[config.mk]
export PLATFORM = sky130hd
export DESIGN_NAME = cusum_traffic_predictor
export DESIGN_NICKNAME = d
export VERILOG_FILES = /design/src/rtl/core/cusum_tp_pkg.sv /design/src/rtl/core/cusum_tp_front.sv /design/src/rtl/core/cusum_tp_back.sv /design/src/rtl/core/cusum_traffic_predictor.sv
export SDC_FILE = /design/constraint.sdc
export NUM_CORES = 2
export LEC_CHECK = 0
export ABC_AREA = 1
export BUFFER_PORTS_ARGS = -buffer_cell sky130_fd_sc_hd__buf_4
export CORE_MARGIN = 4
export CORE_UTILIZATION = 50
export CTS_CLUSTER_SIZE = 30
export DETAILED_ROUTE_END_ITERATION = 10
export PLACE_DENSITY = 0.62
export SYNTH_ARGS = -nofsm -noshare
export SYNTH_HDL_FRONTEND = slang
export SYNTH_SLANG_ARGS = --single-unit
[constraint.sdc]
create_clock -name clk -period 13.6 [get_ports clk]
set_clock_uncertainty 0.1 [all_clocks]
set_input_delay 2.72 -clock clk [delete_from_list [all_inputs] [get_ports clk]]
set_output_delay 2.72 -clock clk [all_outputs]
set_load 0.005 [all_outputs]
[src/rtl/core/cusum_tp_pkg.sv]
// ----------------------------------------------------------------------------
// cusum_tp_pkg
// Shared types and constants of the CUSUM traffic predictor.
// ----------------------------------------------------------------------------
package cusum_tp_pkg;

  // field widths
  localparam int unsigned CH_IN_W   = 3;
  localparam int unsigned CNT_W     = 16;
  localparam int unsigned MEAN_W    = 23;
  localparam int unsigned PRED_W    = 16;
  localparam int unsigned RHO_W     = 7;
  localparam int unsigned THR_W     = 23;
  localparam int unsigned CFG_DW    = 23;
  localparam int unsigned CFG_IDX_W = 1;
  // wide enough to compare any channel code against a channel count up to 64
  localparam int unsigned CH_CMP_W  = 7;

  // arithmetic constants
  localparam logic [CNT_W-1:0]  COUNT_MAX  = 16'd65534;
  localparam logic [RHO_W-1:0]  SCALE      = 7'd100;
  localparam logic [RHO_W-1:0]  PRED_ROUND = 7'd99;

  // exact divide by 100 for dividends below 2**30: q = (x * RECIP_M) >> RECIP_SH
  localparam int unsigned DIVX_W   = 30;
  localparam int unsigned RECIP_W  = 31;
  localparam int unsigned PROD_W   = DIVX_W + RECIP_W;
  localparam int unsigned RECIP_SH = 37;
  localparam logic [RECIP_W-1:0] RECIP_M = 31'd1374389535;

  // reset values of the configuration registers
  localparam logic [THR_W-1:0] THR_RESET = 23'd200;
  localparam logic [RHO_W-1:0] RHO_RESET = 7'd80;

  // queue between front and back
  localparam int unsigned QUEUE_DEPTH = 2;
  localparam int unsigned QPTR_W      = 1;
  localparam int unsigned QCNT_W      = 2;

  // operation codes
  localparam logic FUNC_COUNT = 1'b0;
  localparam logic FUNC_CLOSE = 1'b1;

  // configuration register indexes
  localparam logic [CFG_IDX_W-1:0] REG_THRESHOLD = 1'b0;
  localparam logic [CFG_IDX_W-1:0] REG_RHO       = 1'b1;

  // classified item passed from front to back
  typedef struct packed {
    logic               func;
    logic [CH_IN_W-1:0] channel;
    logic               hit;
  } item_t;

  // per-channel predictor state
  typedef struct packed {
    logic [CNT_W-1:0]  cnt;
    logic [MEAN_W-1:0] mean;
    logic [MEAN_W-1:0] cusum;
    logic [PRED_W-1:0] pred;
  } entry_t;

  // back-end sequencer
  typedef enum logic [7:0] {
    S_IDLE  = 8'b0000_0001,
    S_LOAD  = 8'b0000_0010,
    S_CUSUM = 8'b0000_0100,
    S_BLEND = 8'b0000_1000,
    S_DIV1  = 8'b0001_0000,
    S_MEAN  = 8'b0010_0000,
    S_DIV2  = 8'b0100_0000,
    S_PRED  = 8'b1000_0000
  } state_t;

endpackage

[src/rtl/core/cusum_tp_front.sv]
// ----------------------------------------------------------------------------
// cusum_tp_front
// Accepts input items, checks the channel range and queues them for the back.
// ----------------------------------------------------------------------------
module cusum_tp_front #(
  parameter int unsigned NUM_CHANNELS = 8
) (
  input  logic                            clk,
  input  logic                            rst_n,
  input  logic                            in_valid,
  output logic                            in_stall,
  input  logic                            in_func,
  input  logic [cusum_tp_pkg::CH_IN_W-1:0] in_channel,
  input  logic                            q_pop,
  output logic                            q_valid,
  output cusum_tp_pkg::item_t             q_item
);
  import cusum_tp_pkg::*;

  item_t             fifo_r [QUEUE_DEPTH];
  logic [QPTR_W-1:0] wr_ptr_r;
  logic [QPTR_W-1:0] rd_ptr_r;
  logic [QCNT_W-1:0] cnt_r;
  logic              push;
  logic              pop;
  item_t             new_item;

  // classify: channels past the configured count touch no state
  always_comb begin
    new_item.func    = in_func;
    new_item.channel = in_channel;
    new_item.hit     = (CH_CMP_W'(in_channel) < CH_CMP_W'(NUM_CHANNELS));
  end

  assign in_stall = (cnt_r == QCNT_W'(QUEUE_DEPTH));
  assign q_valid  = (cnt_r != '0);
  assign push     = in_valid && !in_stall;
  assign pop      = q_pop && q_valid;
  assign q_item   = fifo_r[rd_ptr_r];

  // queue storage
  always_ff @(posedge clk) begin
    if (push) begin
      fifo_r[wr_ptr_r] <= new_item;
    end
  end

  // queue pointers and fill count
  always_ff @(posedge clk) begin
    if (!rst_n) begin
      wr_ptr_r <= '0;
      rd_ptr_r <= '0;
      cnt_r    <= '0;
    end else begin
      if (push) begin
        wr_ptr_r <= wr_ptr_r + 1'b1;
      end
      if (pop) begin
        rd_ptr_r <= rd_ptr_r + 1'b1;
      end
      if (push && !pop) begin
        cnt_r <= cnt_r + 1'b1;
      end else if (pop && !push) begin
        cnt_r <= cnt_r - 1'b1;
      end
    end
  end

endmodule

[src/rtl/core/cusum_tp_back.sv]
// ----------------------------------------------------------------------------
// cusum_tp_back
// Per-channel state memory and the read-modify-write sequencer that counts
// packets and runs the CUSUM / EWMA update at slotframe close.
// ----------------------------------------------------------------------------
module cusum_tp_back #(
  parameter int unsigned NUM_CHANNELS = 8
) (
  input  logic                             clk,
  input  logic                             rst_n,
  input  logic [cusum_tp_pkg::THR_W-1:0]   thr,
  input  logic [cusum_tp_pkg::RHO_W-1:0]   rho,
  input  logic                             q_valid,
  input  cusum_tp_pkg::item_t              q_item,
  output logic                             q_pop,
  output logic                             out_valid,
  input  logic                             out_stall,
  output logic [cusum_tp_pkg::CH_IN_W-1:0] out_channel_out,
  output logic [cusum_tp_pkg::PRED_W-1:0]  out_predicted_cells,
  output logic [cusum_tp_pkg::CNT_W-1:0]   out_packet_count
);
  import cusum_tp_pkg::*;

  localparam int unsigned CH_W = (NUM_CHANNELS > 1) ? $clog2(NUM_CHANNELS) : 1;

  // state memory, valid bits stand in for the zero reset
  entry_t                  mem_r [NUM_CHANNELS];
  logic [NUM_CHANNELS-1:0] vld_r;
  entry_t                  rd_r;
  logic                    rd_vld_r;

  state_t state_r, state_nxt;
  item_t  item_r;
  entry_t ent_r;

  // datapath registers
  logic [MEAN_W-1:0]   dt_r;
  logic [MEAN_W:0]     s_r;
  logic                alarm_r;
  logic [DIVX_W-1:0]   prod_a_r;
  logic [DIVX_W-1:0]   prod_b_r;
  logic [DIVX_W-1:0]   div_x_r;
  logic [PROD_W-1:0]   div_p_r;
  logic [MEAN_W-1:0]   mu_r;

  // output register
  logic                out_valid_r;
  logic [CH_IN_W-1:0]  out_ch_r;
  logic [PRED_W-1:0]   out_pred_r;
  logic [CNT_W-1:0]    out_cnt_r;

  logic [CH_CMP_W-1:0] q_ch_ext;
  logic [CH_CMP_W-1:0] w_ch_ext;
  logic [CH_W-1:0]     rd_idx;
  logic [CH_W-1:0]     wr_idx;
  logic                mem_re;
  logic                mem_we;
  entry_t              mem_wdata;
  entry_t              cur;
  logic [CNT_W-1:0]    cnt_inc;
  logic [PRED_W-1:0]   floor_cells;
  logic [CNT_W:0]      adj;
  logic [MEAN_W:0]     dt_full;
  logic signed [MEAN_W+1:0] s_full;
  logic [MEAN_W:0]     s_clamp;
  logic [RHO_W-1:0]    rho_eff;
  logic [MEAN_W:0]     quot;
  logic [MEAN_W-1:0]   mu_new;
  logic                out_load;
  logic [PRED_W-1:0]   out_pred_nxt;
  logic [CNT_W-1:0]    out_cnt_nxt;

  assign q_ch_ext = CH_CMP_W'(q_item.channel);
  assign w_ch_ext = CH_CMP_W'(item_r.channel);
  assign rd_idx   = q_ch_ext[CH_W-1:0];
  assign wr_idx   = w_ch_ext[CH_W-1:0];

  // entry as read, zero when never written
  assign cur = rd_vld_r ? rd_r : '0;

  // packet count step, saturating
  assign cnt_inc = (cur.cnt < COUNT_MAX) ? cur.cnt + 1'b1 : cur.cnt;

  // adjusted count and scaled demand
  always_comb begin
    floor_cells = (cur.pred != '0) ? cur.pred : PRED_W'(1);
    adj         = (cur.cnt >= floor_cells) ? ({1'b0, cur.cnt} + 1'b1) : {1'b0, cur.cnt};
    dt_full     = (MEAN_W+1)'(adj) * (MEAN_W+1)'(SCALE);
  end

  // clamped CUSUM statistic
  always_comb begin
    s_full  = $signed({2'b00, ent_r.cusum}) + $signed({2'b00, dt_r})
            - $signed({2'b00, ent_r.mean});
    s_clamp = s_full[MEAN_W+1] ? '0 : s_full[MEAN_W:0];
  end

  assign rho_eff = (rho > SCALE) ? SCALE : rho;

  // quotient of the shared divide-by-100 unit
  assign quot   = div_p_r[RECIP_SH +: (MEAN_W+1)];
  assign mu_new = alarm_r ? dt_r : quot[MEAN_W-1:0];

  // sequencer
  always_comb begin
    state_nxt    = state_r;
    q_pop        = 1'b0;
    mem_re       = 1'b0;
    mem_we       = 1'b0;
    mem_wdata    = cur;
    out_load     = 1'b0;
    out_pred_nxt = '0;
    out_cnt_nxt  = '0;
    case (state_r)
      S_IDLE: begin
        if (q_valid && !out_valid_r) begin
          q_pop     = 1'b1;
          mem_re    = q_item.hit;
          state_nxt = S_LOAD;
        end
      end
      S_LOAD: begin
        if (item_r.hit && (item_r.func == FUNC_CLOSE)) begin
          state_nxt = S_CUSUM;
        end else begin
          out_load  = 1'b1;
          state_nxt = S_IDLE;
          if (item_r.hit) begin
            mem_we        = 1'b1;
            mem_wdata     = cur;
            mem_wdata.cnt = cnt_inc;
            out_pred_nxt  = cur.pred;
            out_cnt_nxt   = cnt_inc;
          end
        end
      end
      S_CUSUM: state_nxt = S_BLEND;
      S_BLEND: state_nxt = S_DIV1;
      S_DIV1:  state_nxt = S_MEAN;
      S_MEAN:  state_nxt = S_DIV2;
      S_DIV2:  state_nxt = S_PRED;
      S_PRED: begin
        mem_we          = 1'b1;
        mem_wdata.cnt   = '0;
        mem_wdata.mean  = mu_r;
        mem_wdata.cusum = alarm_r ? '0 : s_r[MEAN_W-1:0];
        mem_wdata.pred  = quot[PRED_W-1:0];
        out_load        = 1'b1;
        out_pred_nxt    = quot[PRED_W-1:0];
        out_cnt_nxt     = '0;
        state_nxt       = S_IDLE;
      end
      default: state_nxt = S_IDLE;
    endcase
  end

  // state memory port
  always_ff @(posedge clk) begin
    if (mem_we) begin
      mem_r[wr_idx] <= mem_wdata;
    end
    if (mem_re) begin
      rd_r <= mem_r[rd_idx];
    end
  end

  // valid bits and registered valid of the read entry
  always_ff @(posedge clk) begin
    if (!rst_n) begin
      vld_r    <= '0;
      rd_vld_r <= 1'b0;
    end else begin
      if (mem_we) begin
        vld_r[wr_idx] <= 1'b1;
      end
      if (q_pop) begin
        rd_vld_r <= q_item.hit && vld_r[rd_idx];
      end
    end
  end

  // control state
  always_ff @(posedge clk) begin
    if (!rst_n) begin
      state_r     <= S_IDLE;
      out_valid_r <= 1'b0;
    end else begin
      state_r <= state_nxt;
      if (out_load) begin
        out_valid_r <= 1'b1;
      end else if (out_valid_r && !out_stall) begin
        out_valid_r <= 1'b0;
      end
    end
  end

  // datapath
  always_ff @(posedge clk) begin
    div_p_r <= PROD_W'(div_x_r) * PROD_W'(RECIP_M);
    if (q_pop) begin
      item_r <= q_item;
    end
    if (state_r == S_LOAD) begin
      ent_r <= cur;
      dt_r  <= dt_full[MEAN_W-1:0];
    end
    if (state_r == S_CUSUM) begin
      s_r      <= s_clamp;
      alarm_r  <= (s_clamp > {1'b0, thr});
      prod_a_r <= DIVX_W'(rho_eff) * DIVX_W'(ent_r.mean);
      prod_b_r <= DIVX_W'(SCALE - rho_eff) * DIVX_W'(dt_r);
    end
    if (state_r == S_BLEND) begin
      div_x_r <= prod_a_r + prod_b_r;
    end
    if (state_r == S_MEAN) begin
      mu_r    <= mu_new;
      div_x_r <= DIVX_W'(mu_new) + DIVX_W'(PRED_ROUND);
    end
    if (out_load) begin
      out_ch_r   <= item_r.channel;
      out_pred_r <= out_pred_nxt;
      out_cnt_r  <= out_cnt_nxt;
    end
  end

  assign out_valid           = out_valid_r;
  assign out_channel_out     = out_ch_r;
  assign out_predicted_cells = out_pred_r;
  assign out_packet_count    = out_cnt_r;

endmodule

[src/rtl/core/cusum_traffic_predictor.sv]
// ----------------------------------------------------------------------------
// cusum_traffic_predictor
// Per-channel traffic demand predictor with CUSUM change detection and EWMA.
// ----------------------------------------------------------------------------
// A front stage takes one item per cycle into a two-entry queue while that
// queue has room; a back sequencer then works on one item at a time. A packet
// count (func 0) or an item for a channel at or beyond NUM_CHANNELS has its
// result registered from the LOAD state; a slotframe close (func 1) goes on
// through CUSUM, BLEND, DIV1, MEAN, DIV2 and PRED, steps set by the
// read-modify-write of the channel state memory and the divide-by-100
// multiplier that the mean and the prediction share in turn. A new item
// leaves the queue only once the previous result has been transferred. State
// resets to zero through per-channel valid bits, with no clearing pass.
// Configuration writes are meant for idle.
module cusum_traffic_predictor #(
  parameter int unsigned NUM_CHANNELS = 8
) (
  input  logic                               clk,
  input  logic                               rst_n,
  input  logic                               cfg_we,
  input  logic [cusum_tp_pkg::CFG_IDX_W-1:0] cfg_index,
  input  logic [cusum_tp_pkg::CFG_DW-1:0]    cfg_wdata,
  input  logic                               in_valid,
  output logic                               in_stall,
  input  logic                               in_func,
  input  logic [cusum_tp_pkg::CH_IN_W-1:0]   in_channel,
  output logic                               out_valid,
  input  logic                               out_stall,
  output logic [cusum_tp_pkg::CH_IN_W-1:0]   out_channel_out,
  output logic [cusum_tp_pkg::PRED_W-1:0]    out_predicted_cells,
  output logic [cusum_tp_pkg::CNT_W-1:0]     out_packet_count
);
  import cusum_tp_pkg::*;

  logic [THR_W-1:0] thr_r;
  logic [RHO_W-1:0] rho_r;
  logic             q_valid;
  logic             q_pop;
  item_t            q_item;

  // configuration registers
  always_ff @(posedge clk) begin
    if (!rst_n) begin
      thr_r <= THR_RESET;
      rho_r <= RHO_RESET;
    end else if (cfg_we) begin
      case (cfg_index)
        REG_THRESHOLD: thr_r <= cfg_wdata[THR_W-1:0];
        REG_RHO:       rho_r <= cfg_wdata[RHO_W-1:0];
        default: ;
      endcase
    end
  end

  // accept, classify and queue
  cusum_tp_front #(
    .NUM_CHANNELS (NUM_CHANNELS)
  ) u_front (
    .clk        (clk),
    .rst_n      (rst_n),
    .in_valid   (in_valid),
    .in_stall   (in_stall),
    .in_func    (in_func),
    .in_channel (in_channel),
    .q_pop      (q_pop),
    .q_valid    (q_valid),
    .q_item     (q_item)
  );

  // state update and result
  cusum_tp_back #(
    .NUM_CHANNELS (NUM_CHANNELS)
  ) u_back (
    .clk                 (clk),
    .rst_n               (rst_n),
    .thr                 (thr_r),
    .rho                 (rho_r),
    .q_valid             (q_valid),
    .q_item              (q_item),
    .q_pop               (q_pop),
    .out_valid           (out_valid),
    .out_stall           (out_stall),
    .out_channel_out     (out_channel_out),
    .out_predicted_cells (out_predicted_cells),
    .out_packet_count    (out_packet_count)
  );

`ifndef NO_ASSERTIONS
  // no result right after reset
  a_reset_quiet: assert property (@(posedge clk) !rst_n |=> !out_valid)
    else $error("result valid right after reset");

  // a transferred result is never followed by another in the next cycle
  a_one_at_a_time: assert property (@(posedge clk) disable iff (!rst_n)
    out_valid && !out_stall |=> !out_valid)
    else $error("back-to-back results from the sequencer");

  // channels past the configured count report zeros
  a_miss_zero: assert property (@(posedge clk) disable iff (!rst_n)
    out_valid && (CH_CMP_W'(out_channel_out) >= CH_CMP_W'(NUM_CHANNELS))
    |-> (out_predicted_cells == '0) && (out_packet_count == '0))
    else $error("nonzero result for an unmapped channel");
`endif

endmodule
==> reports/metrics.yaml <==
slew_headroom_pct: 6.33
avgSynthCellArea_um2: 9.96
hold_viol: 0
vias_per_cell: 5.50
synth-seq-cells: 1027
r2r_cells: 27
timing.rr.start: "rho_r[5]$_SDFFE_PN0P_"
setup_viol: 0
die_w_um: 393
post-cts-setup-buffers: 0
tightest_slew_ns: 1.39
cp_max_fo: 38
grt_max_degree: 158
dp_slack_ns: 4.91
syn_inst: 7440
fillers: 13320
first_pass_iters: 8
fin_crit_sh_pct: 64.0
holdPathEnd: "u_front.rd_ptr_r$_SDFFE_PN0P_"
path_class: "flop to flop"
antenna_found_initial: 6
io_pins: 70
status: "finished clean"
worstSetupStartpoint: "rho_r[5]$_SDFFE_PN0P_"
drt-total-wl_um: 213000
start_util_pct: 50.3
final_nets: 8806
drive_gt1_share_pct: 4.88
rows: 141
core_um2: 147000
cts_tree: "built"
hp-start: "u_front.rd_ptr_r$_SDFFE_PN0P_"
setup_slack_ns: 4.90
grt_pass1_wl_um: 323000
required_ns: 13.97
drc: 0
portBuffers: 69
clock_tree.buffer_depth: 3
async_flop_share_pct: 0
hpwl_um: 162000
ys_top_cells_by_area: "edfxtp_1 (39%), fa_1 (17%), ha_1 (11%)"
fin_setup_tns_ns: 0
fmax_mhz: 115
grt_overflow: 0
yosys_warnings: 0
clock_latency_ns: 0.74
r2r_slack_ns: 4.90
clock-sinks: 1027
wire_per_inst_um: 22.4
slew_viol_final: 0
die_h_um: 393
grt_util_all_layers_pct: 27.8
ctsHoldBuffers: 0
worstSetupEndpointType: "flop"
drtAntennaViolNets: 0
multi_input_area_um2: 38500
drt-initial-drc-count: 4480
rsz0062_at_grt: "no"
synth_edf_count: 951
root_buffer: "clkbuf_16"
cts.repair.resized: 0
hold_class: "flop to flop"
hold_depth: 1
first_global_vias: 52007
synth.distinct_cells: 71
cts_max_level: 3
syn_to_final_growth_pct: 7.97
clkSlewWorstSetupHoldPaths_ns: 0.06
fin_crit_ns: 8.70
syn_area_um2: 74100
reg2reg_to: "u_back.prod_b_r[22]$_DFFE_PP_"
yosysTopAreaCell: "edfxtp_1"
cts_made_buffers: 106
cap_violations: 0
start_kind: "flop"
synth_flop_cell: "edfxtp_1"
seqCellArea_um2: 30100
cp_data_arrival_time_ns: 9.08
die-area_um2: 154000
vias: 52335
synth.top_cell.area_share_pct: 38.5
gp_congestion: 0.939
yosysSeqAreaShare_pct: 40.6
-- final cells by class --
type / instances / area share (%)
Tap cell: 1930 / 3.02
Inverter: 1268 / 5.98
Antenna cell: 3 / 0.00938
Timing Repair Buffer: 111 / 1.06
Clock buffer: 145 / 3.55
Multi-Input combinational cell: 4979 / 48.1
Clock inverter: 47 / 0.658
Sequential cell: 1027 / 37.6
-- worst max-delay path: stages, from the launching register on --
cell and delay, ns:
dfxtp_1 0.99, nand2_1 0.34, nor2_8 0.27, nor2_4 0.09, inv_2 0.06, buf_4 0.43, a21oi_2 0.14, xor2_2 0.74
inv_2 0.28, nand2_1 0.17, fa_1 0.21, xor2_1 0.08, ha_1 0.33, fa_1 0.45, fa_1 0.49, inv_1 0.05
fa_1 0.47, inv_1 0.06, fa_1 0.50, fa_1 0.49, ha_1 0.38, a21oi_1 0.26, o21ai_0 0.10, a21oi_1 0.17
o21ai_0 0.16, a21boi_1 0.30, o21ai_0 0.15, xor2_1 0.17
-- per-stage QoR --
step,utilization (%),instances,cell area (µm²),hold slack (ns)
4_1_cts,54.3,9506,80000,0.349
6_report,54.3,9510,80000,0.353
3_3_place_gp,52.0,9314,76700,0.341
3_5_place_dp,52.0,9314,76700,0.341
5_1_grt,54.3,9507,80000,0.370
2_1_floorplan,-,7478,74300,0.326
-- Yosys cell counts, types with 8 or more instances --
cell / number
buf_1: 10
xor2_1: 116
ha_1: 639
buf_2: 52
nor4_1: 20
inv_2: 28
nand2_1: 932
o21ai_1: 70
o21a_1: 12
o21bai_1: 28
nor2_1: 974
inv_1: 1235
dfxtp_1: 76
o22ai_1: 93
a21oi_1: 309
o21ai_0: 551
o211ai_1: 14
nor3_1: 39
xnor2_1: 46
nand4_1: 37
or2_2: 20
a31oi_1: 93
fa_1: 641
buf_4: 28
nand3_1: 179
clkbuf_1: 109
o21ai_2: 8
nand3b_1: 9
edfxtp_1: 951
a21o_1: 23
-- worst max-delay path by stage --
stage                                     end  slack, ns  cells past startpoint
3_3_place_gp    u_back.prod_b_r[22]$_DFFE_PP_       5.00                     27
5_1_grt         u_back.prod_b_r[22]$_DFFE_PP_       4.47                     28
6_report        u_back.prod_b_r[22]$_DFFE_PP_       4.90                     27
3_5_place_dp    u_back.prod_b_r[22]$_DFFE_PP_       4.91                     27
2_1_floorplan  u_back.state_r[0]$_SDFFE_PN1P_       4.16                      6
4_1_cts         u_back.prod_b_r[22]$_DFFE_PP_       4.94                     27
-- placed cells by master (no fill, tap or decap), types with 7 or more instances in the layout --
master,instances
nand2_1,931
o21ai_2,7
nand2_2,7
nor2_1,971
o21ai_1,69
or2_2,20
nand3_1,179
o21a_1,12
nor4_1,19
conb_1,40
nand3b_1,9
inv_2,27
nor3_1,38
edfxtp_1,951
o211ai_1,14
dfxtp_1,75
xnor2_1,46
o21ai_0,551
o21bai_1,28
nor2_4,8
xor2_1,116
fa_1,641
buf_4,110
nand4_1,37
clkinv_2,17
clkbuf_16,107
clkinv_1,14
a21oi_1,309
a31oi_1,93
o22ai_1,93
ha_1,639
clkbuf_1,36
inv_1,1230
a21o_1,23
-- layer usage --
metal  vias up  wire length, µm  track usage [%]  share of wire [%]
li1      24576                -                -                  -
met1     25779            94300             40.2                 44
met2      1700            95300             42.9                 45
met3       278            16300             5.06                7.7
met4         2             6800             8.50                3.2
met5         -               10                0             0.0047
-- registers in the layout, indices dropped and copies added, names as in the netlist, 16 cells and up, named ones only --
signal / cells
u_back.ent_r: 46
u_back.mem_r: 624
u_back.s_r: 23
thr_r: 23
u_back.out_predicted_cells: 16
u_back.out_packet_count: 16
u_back.dt_r: 21
u_back.div_p_r: 23
u_back.prod_a_r: 30
u_back.mu_r: 23
u_back.div_x_r: 30
u_back.rd_r: 78
u_back.prod_b_r: 28
-- kinds of logic (layout without fill, tap and decap cells) --
logic type	Yosys count	after routing	synth area share, %
compound gates	1238	1238	9.16
xor+xnor	164	164	1.97
fa+ha+maj	1280	1280	28.1
buf+inv	1472	1571	7.75
flops	1027	1027	40.6
mux	1	1	0.0135
other cells	2	43	0.0101
simple gates	2256	2256	12.4
Power is not shown: default switching activity piles up to over one toggle a cycle in this logic, so the estimate is an artifact.
